[src/hdl/rmf_pkg.sv]
`default_nettype none
// ----------------------------------------------------------------------------
// Modbus RTU request framer package
// Shared constants, types and the CRC-16 byte update used by the framer.
// ----------------------------------------------------------------------------
package rmf_pkg;

   localparam int FrameLen = 8;
   localparam int HeaderLen = 6;
   localparam int QueueDepth = 2;
   localparam int QueuePtrW = $clog2(QueueDepth);
   localparam int QueueCntW = $clog2(QueueDepth + 1);
   localparam int ByteIdxW = $clog2(FrameLen);

   localparam logic [15:0] CrcPoly = 16'hA001;
   localparam logic [15:0] CrcInit = 16'hFFFF;
   localparam logic [7:0] FnRead = 8'h03;
   localparam logic [7:0] FnWrite = 8'h06;
   localparam logic [15:0] ReadQty = 16'h0001;
   localparam logic [7:0] SlaveAddrReset = 8'h01;

   localparam logic ActRead = 1'b0;
   localparam logic ActWrite = 1'b1;

   localparam logic [ByteIdxW-1:0] IdxCrcLo = ByteIdxW'(6);
   localparam logic [ByteIdxW-1:0] IdxCrcHi = ByteIdxW'(7);

   typedef logic [HeaderLen-1:0][7:0] rmf_header_type;

   typedef struct packed {
      logic valid;
      rmf_header_type header;
   } rmf_push_type;

   typedef struct packed {
      logic valid;
      rmf_header_type header;
   } rmf_head_type;

   function automatic logic [15:0] rmf_crc_byte(input logic [15:0] crc,
                                                input logic [7:0] data);
      logic [15:0] c;
      c = crc ^ {8'h00, data};
      for (int k = 0; k < 8; k++) begin
         if (c[0]) begin
            c = (c >> 1) ^ CrcPoly;
         end else begin
            c = c >> 1;
         end
      end
      return c;
   endfunction

endpackage : rmf_pkg
`default_nettype wire

[src/hdl/rmf_front.sv]
`default_nettype none
// ----------------------------------------------------------------------------
// Framer front end
// Accepts requests, decodes read or write and builds the six header bytes.
// ----------------------------------------------------------------------------
module rmf_front
   import rmf_pkg::*;
(
   input  wire logic         req_tvalid,
   output logic              req_tready,
   input  wire logic         req_tuser,   // action
   input  wire logic [31:0]  req_tdata,   // register_address[15:0],
                                          // register_value[31:16]
   input  wire logic [7:0]   dev_address,
   input  wire logic         queue_full,
   output rmf_push_type      push
);

   logic        action;
   logic [15:0] reg_addr;
   logic [15:0] reg_value;
   logic [15:0] word_4;

   assign action = req_tuser;
   assign reg_addr = req_tdata[15:0];
   assign reg_value = req_tdata[31:16];

   assign req_tready = !queue_full;

   always_comb begin
      word_4 = ReadQty;
      push.header[1] = FnRead;
      unique case (action)
         ActWrite: begin
            word_4 = reg_value;
            push.header[1] = FnWrite;
         end
         ActRead: begin
            word_4 = ReadQty;
            push.header[1] = FnRead;
         end
         default: begin
            word_4 = ReadQty;
            push.header[1] = FnRead;
         end
      endcase
      push.valid = req_tvalid && !queue_full;
      push.header[0] = dev_address;
      push.header[2] = reg_addr[15:8];
      push.header[3] = reg_addr[7:0];
      push.header[4] = word_4[15:8];
      push.header[5] = word_4[7:0];
   end

endmodule : rmf_front
`default_nettype wire

[src/hdl/rmf_queue.sv]
`default_nettype none
// ----------------------------------------------------------------------------
// Framer header queue
// Short FIFO of built headers between the front end and the byte sender.
// ----------------------------------------------------------------------------
module rmf_queue
   import rmf_pkg::*;
(
   input  wire logic     clock,
   input  wire logic     reset,
   input  rmf_push_type  push,
   input  wire logic     pop,
   output logic          full,
   output rmf_head_type  head
);

   rmf_header_type         mem_ff [QueueDepth];
   logic [QueuePtrW-1:0]   wr_ptr_ff, wr_ptr_in;
   logic [QueuePtrW-1:0]   rd_ptr_ff, rd_ptr_in;
   logic [QueueCntW-1:0]   count_ff, count_in;
   logic                   do_pop;

   assign full = (count_ff == QueueCntW'(QueueDepth));
   assign do_pop = pop && (count_ff != '0);

   always_comb begin
      wr_ptr_in = wr_ptr_ff;
      rd_ptr_in = rd_ptr_ff;
      count_in = count_ff;
      if (push.valid) begin
         wr_ptr_in = (wr_ptr_ff == QueuePtrW'(QueueDepth - 1)) ? '0 : wr_ptr_ff + 1'b1;
      end
      if (do_pop) begin
         rd_ptr_in = (rd_ptr_ff == QueuePtrW'(QueueDepth - 1)) ? '0 : rd_ptr_ff + 1'b1;
      end
      priority if (push.valid && !do_pop) begin
         count_in = count_ff + 1'b1;
      end else if (do_pop && !push.valid) begin
         count_in = count_ff - 1'b1;
      end
   end

   always_ff @(posedge clock) begin
      if (reset) begin
         wr_ptr_ff <= '0;
         rd_ptr_ff <= '0;
         count_ff <= '0;
      end else begin
         wr_ptr_ff <= wr_ptr_in;
         rd_ptr_ff <= rd_ptr_in;
         count_ff <= count_in;
      end
   end

   always_ff @(posedge clock) begin
      if (push.valid) begin
         mem_ff[wr_ptr_ff] <= push.header;
      end
   end

   assign head.valid = (count_ff != '0);
   assign head.header = mem_ff[rd_ptr_ff];

endmodule : rmf_queue
`default_nettype wire

[src/hdl/rmf_back.sv]
`default_nettype none
// ----------------------------------------------------------------------------
// Framer byte sender
// Sends the header bytes one per cycle while rsp_tready is high, folds each
// into the CRC and appends the CRC low byte first, marking the final byte.
// ----------------------------------------------------------------------------
module rmf_back
   import rmf_pkg::*;
(
   input  wire logic         clock,
   input  wire logic         reset,
   input  rmf_head_type      head,
   output logic              pop,
   output logic              rsp_tvalid,
   input  wire logic         rsp_tready,
   output logic [7:0]        rsp_tdata,   // frame_byte[7:0]
   output logic              rsp_tlast
);

   logic [ByteIdxW-1:0] idx_ff, idx_in;
   logic [15:0]         crc_ff, crc_in;
   logic                valid_ff, valid_in;
   logic [7:0]          data_ff, data_in;
   logic                last_ff, last_in;
   logic                load;
   logic [7:0]          next_byte;
   logic [15:0]         crc_base;

   assign load = head.valid && (!valid_ff || rsp_tready);
   assign pop = load && (idx_ff == IdxCrcHi);
   assign crc_base = (idx_ff == '0) ? CrcInit : crc_ff;

   always_comb begin
      unique case (idx_ff)
         IdxCrcLo: next_byte = crc_ff[7:0];
         IdxCrcHi: next_byte = crc_ff[15:8];
         default:  next_byte = head.header[idx_ff];
      endcase
   end

   always_comb begin
      idx_in = idx_ff;
      crc_in = crc_ff;
      valid_in = valid_ff && !rsp_tready;
      data_in = data_ff;
      last_in = last_ff;
      if (load) begin
         idx_in = (idx_ff == IdxCrcHi) ? '0 : idx_ff + 1'b1;
         valid_in = 1'b1;
         data_in = next_byte;
         last_in = (idx_ff == IdxCrcHi);
         if (idx_ff < IdxCrcLo) begin
            crc_in = rmf_crc_byte(crc_base, next_byte);
         end
      end
   end

   always_ff @(posedge clock) begin
      if (reset) begin
         idx_ff <= '0;
         valid_ff <= 1'b0;
      end else begin
         idx_ff <= idx_in;
         valid_ff <= valid_in;
      end
   end

   always_ff @(posedge clock) begin
      crc_ff <= crc_in;
      data_ff <= data_in;
      last_ff <= last_in;
   end

   assign rsp_tvalid = valid_ff;
   assign rsp_tdata = data_ff;
   assign rsp_tlast = last_ff;

endmodule : rmf_back
`default_nettype wire

[src/hdl/modbus_rtu_request_framer_unit.sv]
`default_nettype none
// ----------------------------------------------------------------------------
// Modbus RTU request framer
// Turns each read or write request into an eight-byte Modbus RTU frame with
// its CRC-16 appended.
// ----------------------------------------------------------------------------
// Each request yields eight bytes on the rsp stream, one per cycle while
// rsp_tready is high. The first byte passes through the header queue and
// then the single-byte output register, and the two-entry header queue
// lets one further request be taken while a frame is still being sent.
// The slave address is
// sampled when the request is taken.
// ----------------------------------------------------------------------------
module modbus_rtu_request_framer_unit
   import rmf_pkg::*;
(
   input  wire logic         clock,
   input  wire logic         reset,
   input  wire logic         req_tvalid,
   output logic              req_tready,
   input  wire logic         req_tuser,   // action
   input  wire logic [31:0]  req_tdata,   // register_address[15:0],
                                          // register_value[31:16]
   output logic              rsp_tvalid,
   input  wire logic         rsp_tready,
   output logic [7:0]        rsp_tdata,   // frame_byte[7:0]
   output logic              rsp_tlast,   // last_byte
   input  wire logic         csr_psel,
   input  wire logic         csr_penable,
   input  wire logic         csr_pwrite,
   input  wire logic [2:0]   csr_paddr,
   input  wire logic [31:0]  csr_pwdata,
   output logic [31:0]       csr_prdata,
   output logic              csr_pready
);

   logic [7:0]    dev_addr_ff, dev_addr_in;
   logic          csr_write;
   logic          queue_full;
   logic          pop;
   rmf_push_type  push;
   rmf_head_type  head;

   assign csr_pready = 1'b1;
   assign csr_write = csr_psel && csr_penable && csr_pwrite && csr_pready;

   always_comb begin
      dev_addr_in = dev_addr_ff;
      if (csr_write && !csr_paddr[2]) begin
         dev_addr_in = csr_pwdata[7:0];
      end
   end

   always_ff @(posedge clock) begin
      if (reset) begin
         dev_addr_ff <= SlaveAddrReset;
      end else begin
         dev_addr_ff <= dev_addr_in;
      end
   end

   assign csr_prdata = csr_paddr[2] ? 32'h0 : {24'h0, dev_addr_ff};

   rmf_front u_front (
      .req_tvalid    (req_tvalid),
      .req_tready    (req_tready),
      .req_tuser     (req_tuser),
      .req_tdata     (req_tdata),
      .dev_address   (dev_addr_ff),
      .queue_full    (queue_full),
      .push          (push)
   );

   rmf_queue u_queue (
      .clock (clock),
      .reset (reset),
      .push  (push),
      .pop   (pop),
      .full  (queue_full),
      .head  (head)
   );

   rmf_back u_back (
      .clock      (clock),
      .reset      (reset),
      .head       (head),
      .pop        (pop),
      .rsp_tvalid (rsp_tvalid),
      .rsp_tready (rsp_tready),
      .rsp_tdata  (rsp_tdata),
      .rsp_tlast  (rsp_tlast)
   );

endmodule : modbus_rtu_request_framer_unit
`default_nettype wire

[config.mk]
export PLATFORM = sky130hd
export DESIGN_NAME = modbus_rtu_request_framer_unit
export DESIGN_NICKNAME = d
export VERILOG_FILES = /design/src/hdl/rmf_pkg.sv /design/src/hdl/rmf_front.sv /design/src/hdl/rmf_queue.sv /design/src/hdl/rmf_back.sv /design/src/hdl/modbus_rtu_request_framer_unit.sv
export SDC_FILE = /design/constraint.sdc
export NUM_CORES = 1
export LEC_CHECK = 0
export BUFFER_PORTS_ARGS = -buffer_cell sky130_fd_sc_hd__buf_2
export CAP_MARGIN = 30
export CORE_ASPECT_RATIO = 1.4
export CORE_MARGIN = 10
export CORE_UTILIZATION = 50
export DETAILED_ROUTE_END_ITERATION = 6
export PLACE_DENSITY = 0.84
export SYNTH_ARGS = -nofsm -noshare
export SYNTH_HDL_FRONTEND = slang
export SYNTH_SLANG_ARGS = --single-unit
[constraint.sdc]
create_clock -name clock -period 4.1 [get_ports clock]
set_input_delay 0.41 -clock clock [delete_from_list [all_inputs] [get_ports clock]]
set_output_delay 0.41 -clock clock [all_outputs]
set_load 0.02 [all_outputs]
# After elaboration in Yosys (flattened, before gate mapping)
# Memories as Yosys holds them, arrays and structs flattened. A register that Yosys moved wholly into a read port is not among the register bits.
# Cells that the tools add are included.
dict set report op_classes {
  reduce_logical 21
  n_eq_ne 3
  bitwise 10
  mux 39
  order_cmp 2
  add_sub_neg 5
}
# operator n
set ops {}
lappend ops {{two-way mux 16 bit} 22}
lappend ops {{one-hot mux 16 bit (2 select lines)} 1}
lappend ops {{one-hot mux 8 bit (2 select lines)} 2}
lappend ops {{binary-select mux 8 bit (select 3 bit)} 1}
lappend ops {{NOT 2 -> 3 bit} 8}
lappend ops {{two-way mux 8 bit} 2}
lappend ops {{XOR 16 x 8 -> 16 bit} 1}
lappend ops {{two-way mux 14 bit} 1}
lappend ops {{logical AND 1 bit} 10}
lappend ops {{two-way mux 1 bit} 7}
lappend ops {{== test 3 bit (second input constant)} 2}
lappend ops {{zero test 1 bit} 6}
lappend ops {{less-than comparator 3 x 4 -> 1 bit (second input constant)} 1}
lappend ops {{two-way mux 2 bit} 2}
lappend ops {{nonzero test 2 bit} 2}
lappend ops {{adder 3 x 1 -> 3 bit (second input constant)} 1}
lappend ops {{zero test 3 bit} 1}
lappend ops {{less-than comparator 3 bit (second input constant)} 1}
lappend ops {{two-way mux 3 bit} 1}
lappend ops {{adder 1 bit (second input constant)} 2}
lappend ops {{adder 2 x 1 -> 2 bit (second input constant)} 1}
lappend ops {{== test 2 bit (second input constant)} 1}
lappend ops {{AND reduction 2 bit} 1}
lappend ops {{subtractor 2 x 1 -> 2 bit (second input constant)} 1}
lappend ops {{2 further kinds} 2}
dict set report word_totals {
  regBits 41
  mem_count 1
  ramBits 96
  word_cells 91
}
# memory depth word_bits rd rd_ports_with_merged_regs wr line_no
set memory_table {}
lappend memory_table {u_queue.mem_ff 2 48 1 1 1 rmf_queue.sv:17} ;# rmf_header_type mem_ff [QueueDepth];

# Logic depth before layout (Yosys ltp)
dict set report logic_depth {
  word_depth 34
  ltp_mapped 13
  depth_no_buf 12
}

# Modules after synthesis
# From an unflattened synthesis, not the netlist that was laid out.
dict set report hier_totals {
  hier_cells 493
  hier_area_um2 6774.0
}
# module instances cells_per_inst area_each_um2
set by_module_without_submodules {}
lappend by_module_without_submodules {rmf_queue 1 171 3674.8}
lappend by_module_without_submodules {rmf_back 1 199 2094.5}
lappend by_module_without_submodules {modbus_rtu_request_framer_unit 1 70 625.6}
lappend by_module_without_submodules {rmf_front 1 53 379.1}

# Worst setup path before layout
# OpenSTA, ideal clock, no wires.
dict set report synth_path {
  path_kind {register to register}
  startpoint {register u_back.idx_ff[0]}
  endpoint {register u_back.crc_ff[0], data pin}
  period_less_slack_ns 3.043
  slack_ns 1.057
  path_buffers 2
  setup_time_ns 0.262
  stages_incl_launch_ff 14
  t_arrival_ns 2.781
  cell_sequence {dfxtp_1 ha_1 ha_1 buf_1 a32oi_1 o21ai_1 a311o_1 buf_4 xnor2_1 or4_1 o211a_1 xnor2_2 xnor2_2 xnor2_1}
}
dict set report synth_via {
  elab_chain_len 27
}
# item line_no
set synth_rtl {}
lappend synth_rtl {{start, declared} rmf_back.sv:20} ;# logic [ByteIdxW-1:0] idx_ff, idx_in;
lappend synth_rtl {{start signal, assigned} rmf_back.sv:63} ;# idx_ff <= idx_in;
lappend synth_rtl {{binary-select mux 8 bit (select 3 bit)} rmf_back.sv:37} ;# default: next_byte = head.header[idx_ff];
lappend synth_rtl {{two-way mux 8 bit (not written as such)} rmf_back.sv:37}
lappend synth_rtl {{one-hot mux 8 bit (2 select lines)} rmf_back.sv:34} ;# unique case (idx_ff)
lappend synth_rtl {{XOR 16 x 8 -> 16 bit (*)} rmf_pkg.sv:43} ;# c = crc ^ {8'h00, data};
lappend synth_rtl {{two-way mux 16 bit (*)} rmf_pkg.sv:45} ;# if (c[0]) begin
lappend synth_rtl {{two-way mux 16 bit (*)} rmf_back.sv:52} ;# if (idx_ff < IdxCrcLo) begin
lappend synth_rtl {{two-way mux 16 bit (*)} rmf_back.sv:47} ;# if (load) begin
lappend synth_rtl {{two-way mux 16 bit (*)} rmf_pkg.sv:45}
lappend synth_rtl {{(+11 left out)} -}
lappend synth_rtl {{two-way mux 16 bit (*)} rmf_pkg.sv:45}
lappend synth_rtl {{two-way mux 16 bit (*)} rmf_back.sv:52}
lappend synth_rtl {{two-way mux 16 bit (*)} rmf_back.sv:47}
lappend synth_rtl {{NOT 2 -> 3 bit (no source line) or two-way mux 16 bit (tied branches)} -}
lappend synth_rtl {{two-way mux 16 bit (*)} rmf_pkg.sv:45}
lappend synth_rtl {{two-way mux 16 bit (*)} rmf_back.sv:52}
lappend synth_rtl {{two-way mux 16 bit (*)} rmf_back.sv:47}
lappend synth_rtl {{two-way mux 14 bit (*)} rmf_pkg.sv:45}
lappend synth_rtl {{end signal, assigned} rmf_back.sv:69} ;# crc_ff <= crc_in;
lappend synth_rtl {{end, declared} rmf_back.sv:21} ;# logic [15:0] crc_ff, crc_in;
# Mark *: on every way between the ends. The rest lies on a longest branch, timed or not. The select of a mux whose other input is x is not followed.
# A chain may end at the register's enable or synchronous reset.

# Worst setup path after layout
dict set report layout_path {
  startpoint {register u_back.idx_ff[1]}
  endpoint {register u_back.crc_ff[0], data pin}
}
# The elaborated chain is that of the path after synthesis.

==> results_dict.tcl <==
set metrics [dict create \
    outcome "finished clean" \
    postCtsSetupBuffers 0 \
    seq_area_frac_synth_pct 61.1 \
    arrival_ns 3.90 \
    syn_area_sq_mm 0.00592 \
    vias 3645 \
    grt_usage_pct 15.0 \
    tightest_slew_ns 0.944 \
    r2r_start "u_back.idx_ff[1]" \
    start_util_pct 51.6 \
    cp-start-kind "flop" \
    dpl.hpwl_microns 8350 \
    port_buffers 67 \
    pwr-share-comb_pct 22.9 \
    cts.clk_slew.worst_paths_ns 0.06 \
    relSlewSlack_pct 37.0 \
    max_stage_delay_ns 0.55 \
    insertion_delay_ns 0.41 \
    die_h_microns 149 \
    syn_inst 440 \
    worst_hold_path_type "in -> reg" \
    min_to "u_queue.mem_ff[0][20]" \
    seqPwrFrac_pct 41.6 \
    drc_errors 0 \
    numCtsBuffers 17 \
    worstSetupPathType "reg -> reg" \
    maxCapViolations 0 \
    setup_viol 0 \
    synthFlopType "edfxtp_1" \
    tritoncts "done" \
    final_nets 589 \
    die_w_microns 112 \
    leakage_nw 2.55 \
    ant_nets 0 \
    rsz0062_at_grt "no" \
    ios 119 \
    internal_power_mw 3.00 \
    ys_seq_elements 126 \
    max_freq_ghz 0.267 \
    fin_setup_tns_ns 0 \
    area_delta_synth_final_pct 16.5 \
    wl_per_cell_microns 18.7 \
    drive_gt1_share_pct 26.4 \
    r2r-end "u_back.crc_ff[0]" \
    rows 46 \
    switching_power_mw 1.20 \
    slew_viol_final 0 \
    drtPass1Iterations 5 \
    critical_path_peak_fanout 11 \
    reg2reg_depth 12 \
    grt_overflow 0 \
    p_per_area_mw_per_mm2 610 \
    synth_cell_type_count 65 \
    grt_start_max_net_pins 43 \
    r2r_slack_ns 0.35 \
    finish.utilization_pct 60.1 \
    finalCritPeriodShare_pct 91.4 \
    worst_setup_path_end_kind "flop" \
    clockBufferDepth 2 \
    yosys_warnings 0 \
    cts_resized 0 \
    grt_first_pass_wirelength_microns 19700 \
    cp_slowest_cell "dfxtp_1" \
    synth-edff-count 109 \
    routed_wl_microns 12500 \
    nFillCells 825 \
    gp_congestion 0.843 \
    antenna_found_initial 0 \
    finClkSkew_ns 0.00791 \
    finalCriticalPeriod_ns 3.75 \
    hp-start "req_tdata[12]" \
    hold_violations 0 \
    holdPathStages 1 \
    numClockSinks 126 \
    cp.required_ns 4.25 \
    antenna_cells 0 \
    irDropWorstVdd_v 0.000424 \
    initialDrtViolationCount 242 \
    die-area_sq_mm 0.0166 \
    cp_cell_sequence "ha_1 > ha_1 > nor2_1 > a32oi_1 > o21ai_1 > a311o_1 > xnor2_1 > or4_1 > o211a_1 > xnor2_2 > xnor2_2 > xnor2_1" \
    viasPerCell 5.46 \
    p_clk_share_pct 35.5 \
    synthArstFlopShare_pct 0 \
    core_sq_mm 0.0115 \
    cts_root_buf "clkbuf_16" \
    swShare_pct 28.6 \
    grt_pass1_vias 3891 \
    syn_area_per_cell_sq_um 13.4 \
    hold_buffers 0 \
    htree_levels 4 \
]
worst max path at each step:
stage | slack (ns) | to | start | cells past startpoint
final | 0.35 | u_back.crc_ff[0] | u_back.idx_ff[1] | 12
after CTS | 0.39 | u_back.crc_ff[0] | u_back.idx_ff[1] | 12
after detailed placement | 0.54 | u_back.crc_ff[0] | u_back.idx_ff[1] | 12
after global placement | 0.65 | u_back.crc_ff[0] | u_back.idx_ff[1] | 12
after global routing | 0.15 | u_back.crc_ff[0] | u_back.idx_ff[1] | 12
after floorplan | 1.06 | u_back.crc_ff[0] | u_back.idx_ff[0] | 13
cell usage after synthesis, drive strengths merged (5+ instances only):
master  instances  area [sq um]
nor2           27           101
dfxtp          17           340
nand2b         10          62.6
mux2            7          78.8
nor2b          11          68.8
nand2          35           131
edfxtp        109          3270
a21oi          22           114
clkbuf         10          38.8
buf            38           289
nand3           6          40.0
xnor2          16           163
mux4           12           270
and2           15          93.8
xor2           13           114
inv             5          18.8
mux2i          18           180
o21ai          16           103
cell usage in the layout (no fill, tap or decap), types with 7 or more instances in the layout:
cell type,Yosys,layout
and2_1,15,15
buf_4,27,7
nor2b_1,11,11
xnor2_1,13,13
conb_1,2,25
nand2_1,35,35
clkbuf_16,0,17
nand2b_1,10,10
o21ai_0,8,8
dfxtp_1,17,17
mux2i_1,18,18
nor2_1,27,26
buf_2,5,67
mux4_2,12,12
xor2_1,13,13
edfxtp_1,109,109
a21oi_1,21,21
metal layers:
layer,share of wire [%],track usage (%),vias to the layer above
met4,3.1,7.57,0
met5,0,0,-
met3,6.3,5.43,28
met2,54,27.2,148
met1,36,14.8,1761
li1,-,-,1708
flip-flops by register name, indices dropped and copies added, names as in the netlist, named ones only:
signal,flops
dev_addr_ff,8
u_back.rsp_tlast,1
u_queue.rd_ptr_ff,1
u_back.idx_ff,3
u_queue.wr_ptr_ff,1
u_back.rsp_tvalid,1
u_queue.mem_ff,84
u_back.rsp_tdata,8
u_queue.count_ff,2
u_back.crc_ff,16
power by group through the flow:
stage	clock [mW]	sequential, mW	combinational (mW)
final	1.49	1.75	0.962
after floorplan	0	1.76	0.741
after detailed placement	0	1.77	0.941
after global placement	0	1.76	0.895
after CTS	1.51	1.75	0.958
after global routing	1.56	1.77	1.05
per-stage QoR:
step | total power, mW | area, sq um | setup slack (ns) | std cells | hold slack, ns
2_1_floorplan | 2.50 | 6000 | 1.06 | 463 | 0.440
3_3_place_gp | 2.65 | 6270 | 0.647 | 634 | 0.454
3_5_place_dp | 2.71 | 6290 | 0.535 | 635 | 0.463
4_1_cts | 4.21 | 6890 | 0.390 | 667 | 0.172
5_1_grt | 4.38 | 6890 | 0.151 | 667 | 0.172
6_report | 4.20 | 6890 | 0.354 | 667 | 0.184
cell families (layout without fill, tap and decap cells):
logic type | Yosys count | in the layout | synth area share, %
DFF | 126 | 126 | 61.1
and+or+nand+nor | 120 | 120 | 10.4
AOI/OAI and AO/OA | 69 | 69 | 8.04
buffers and inverters | 53 | 113 | 5.86
muxes | 37 | 37 | 8.95
xor gates and xnor gates | 29 | 29 | 4.67
adders and majority gates | 4 | 4 | 0.846
other | 2 | 25 | 0.127
worst max-delay path: cells and delay by family (launching register included):
family                     cells  cell delay [ns]
and+or+nand+nor                2             0.65
adders and majority gates      2             0.60
DFF                            1             0.55
xor gates and xnor gates       4             0.72
AOI/OAI and AO/OA              4             0.95
cell type report:
type / instances / area (sq um) / area share (%)
clock buffers: 17 / 425 / 6.18
flip-flops and latches: 126 / 3610 / 52.5
inverters: 5 / 18.8 / 0.272
well taps: 144 / 180 / 2.62
repair buffers: 76 / 428 / 6.21
clock inverters: 15 / 173 / 2.51
multi-input cells: 284 / 2050 / 29.8
No activity file was read; power rests on OpenSTA's default activity.
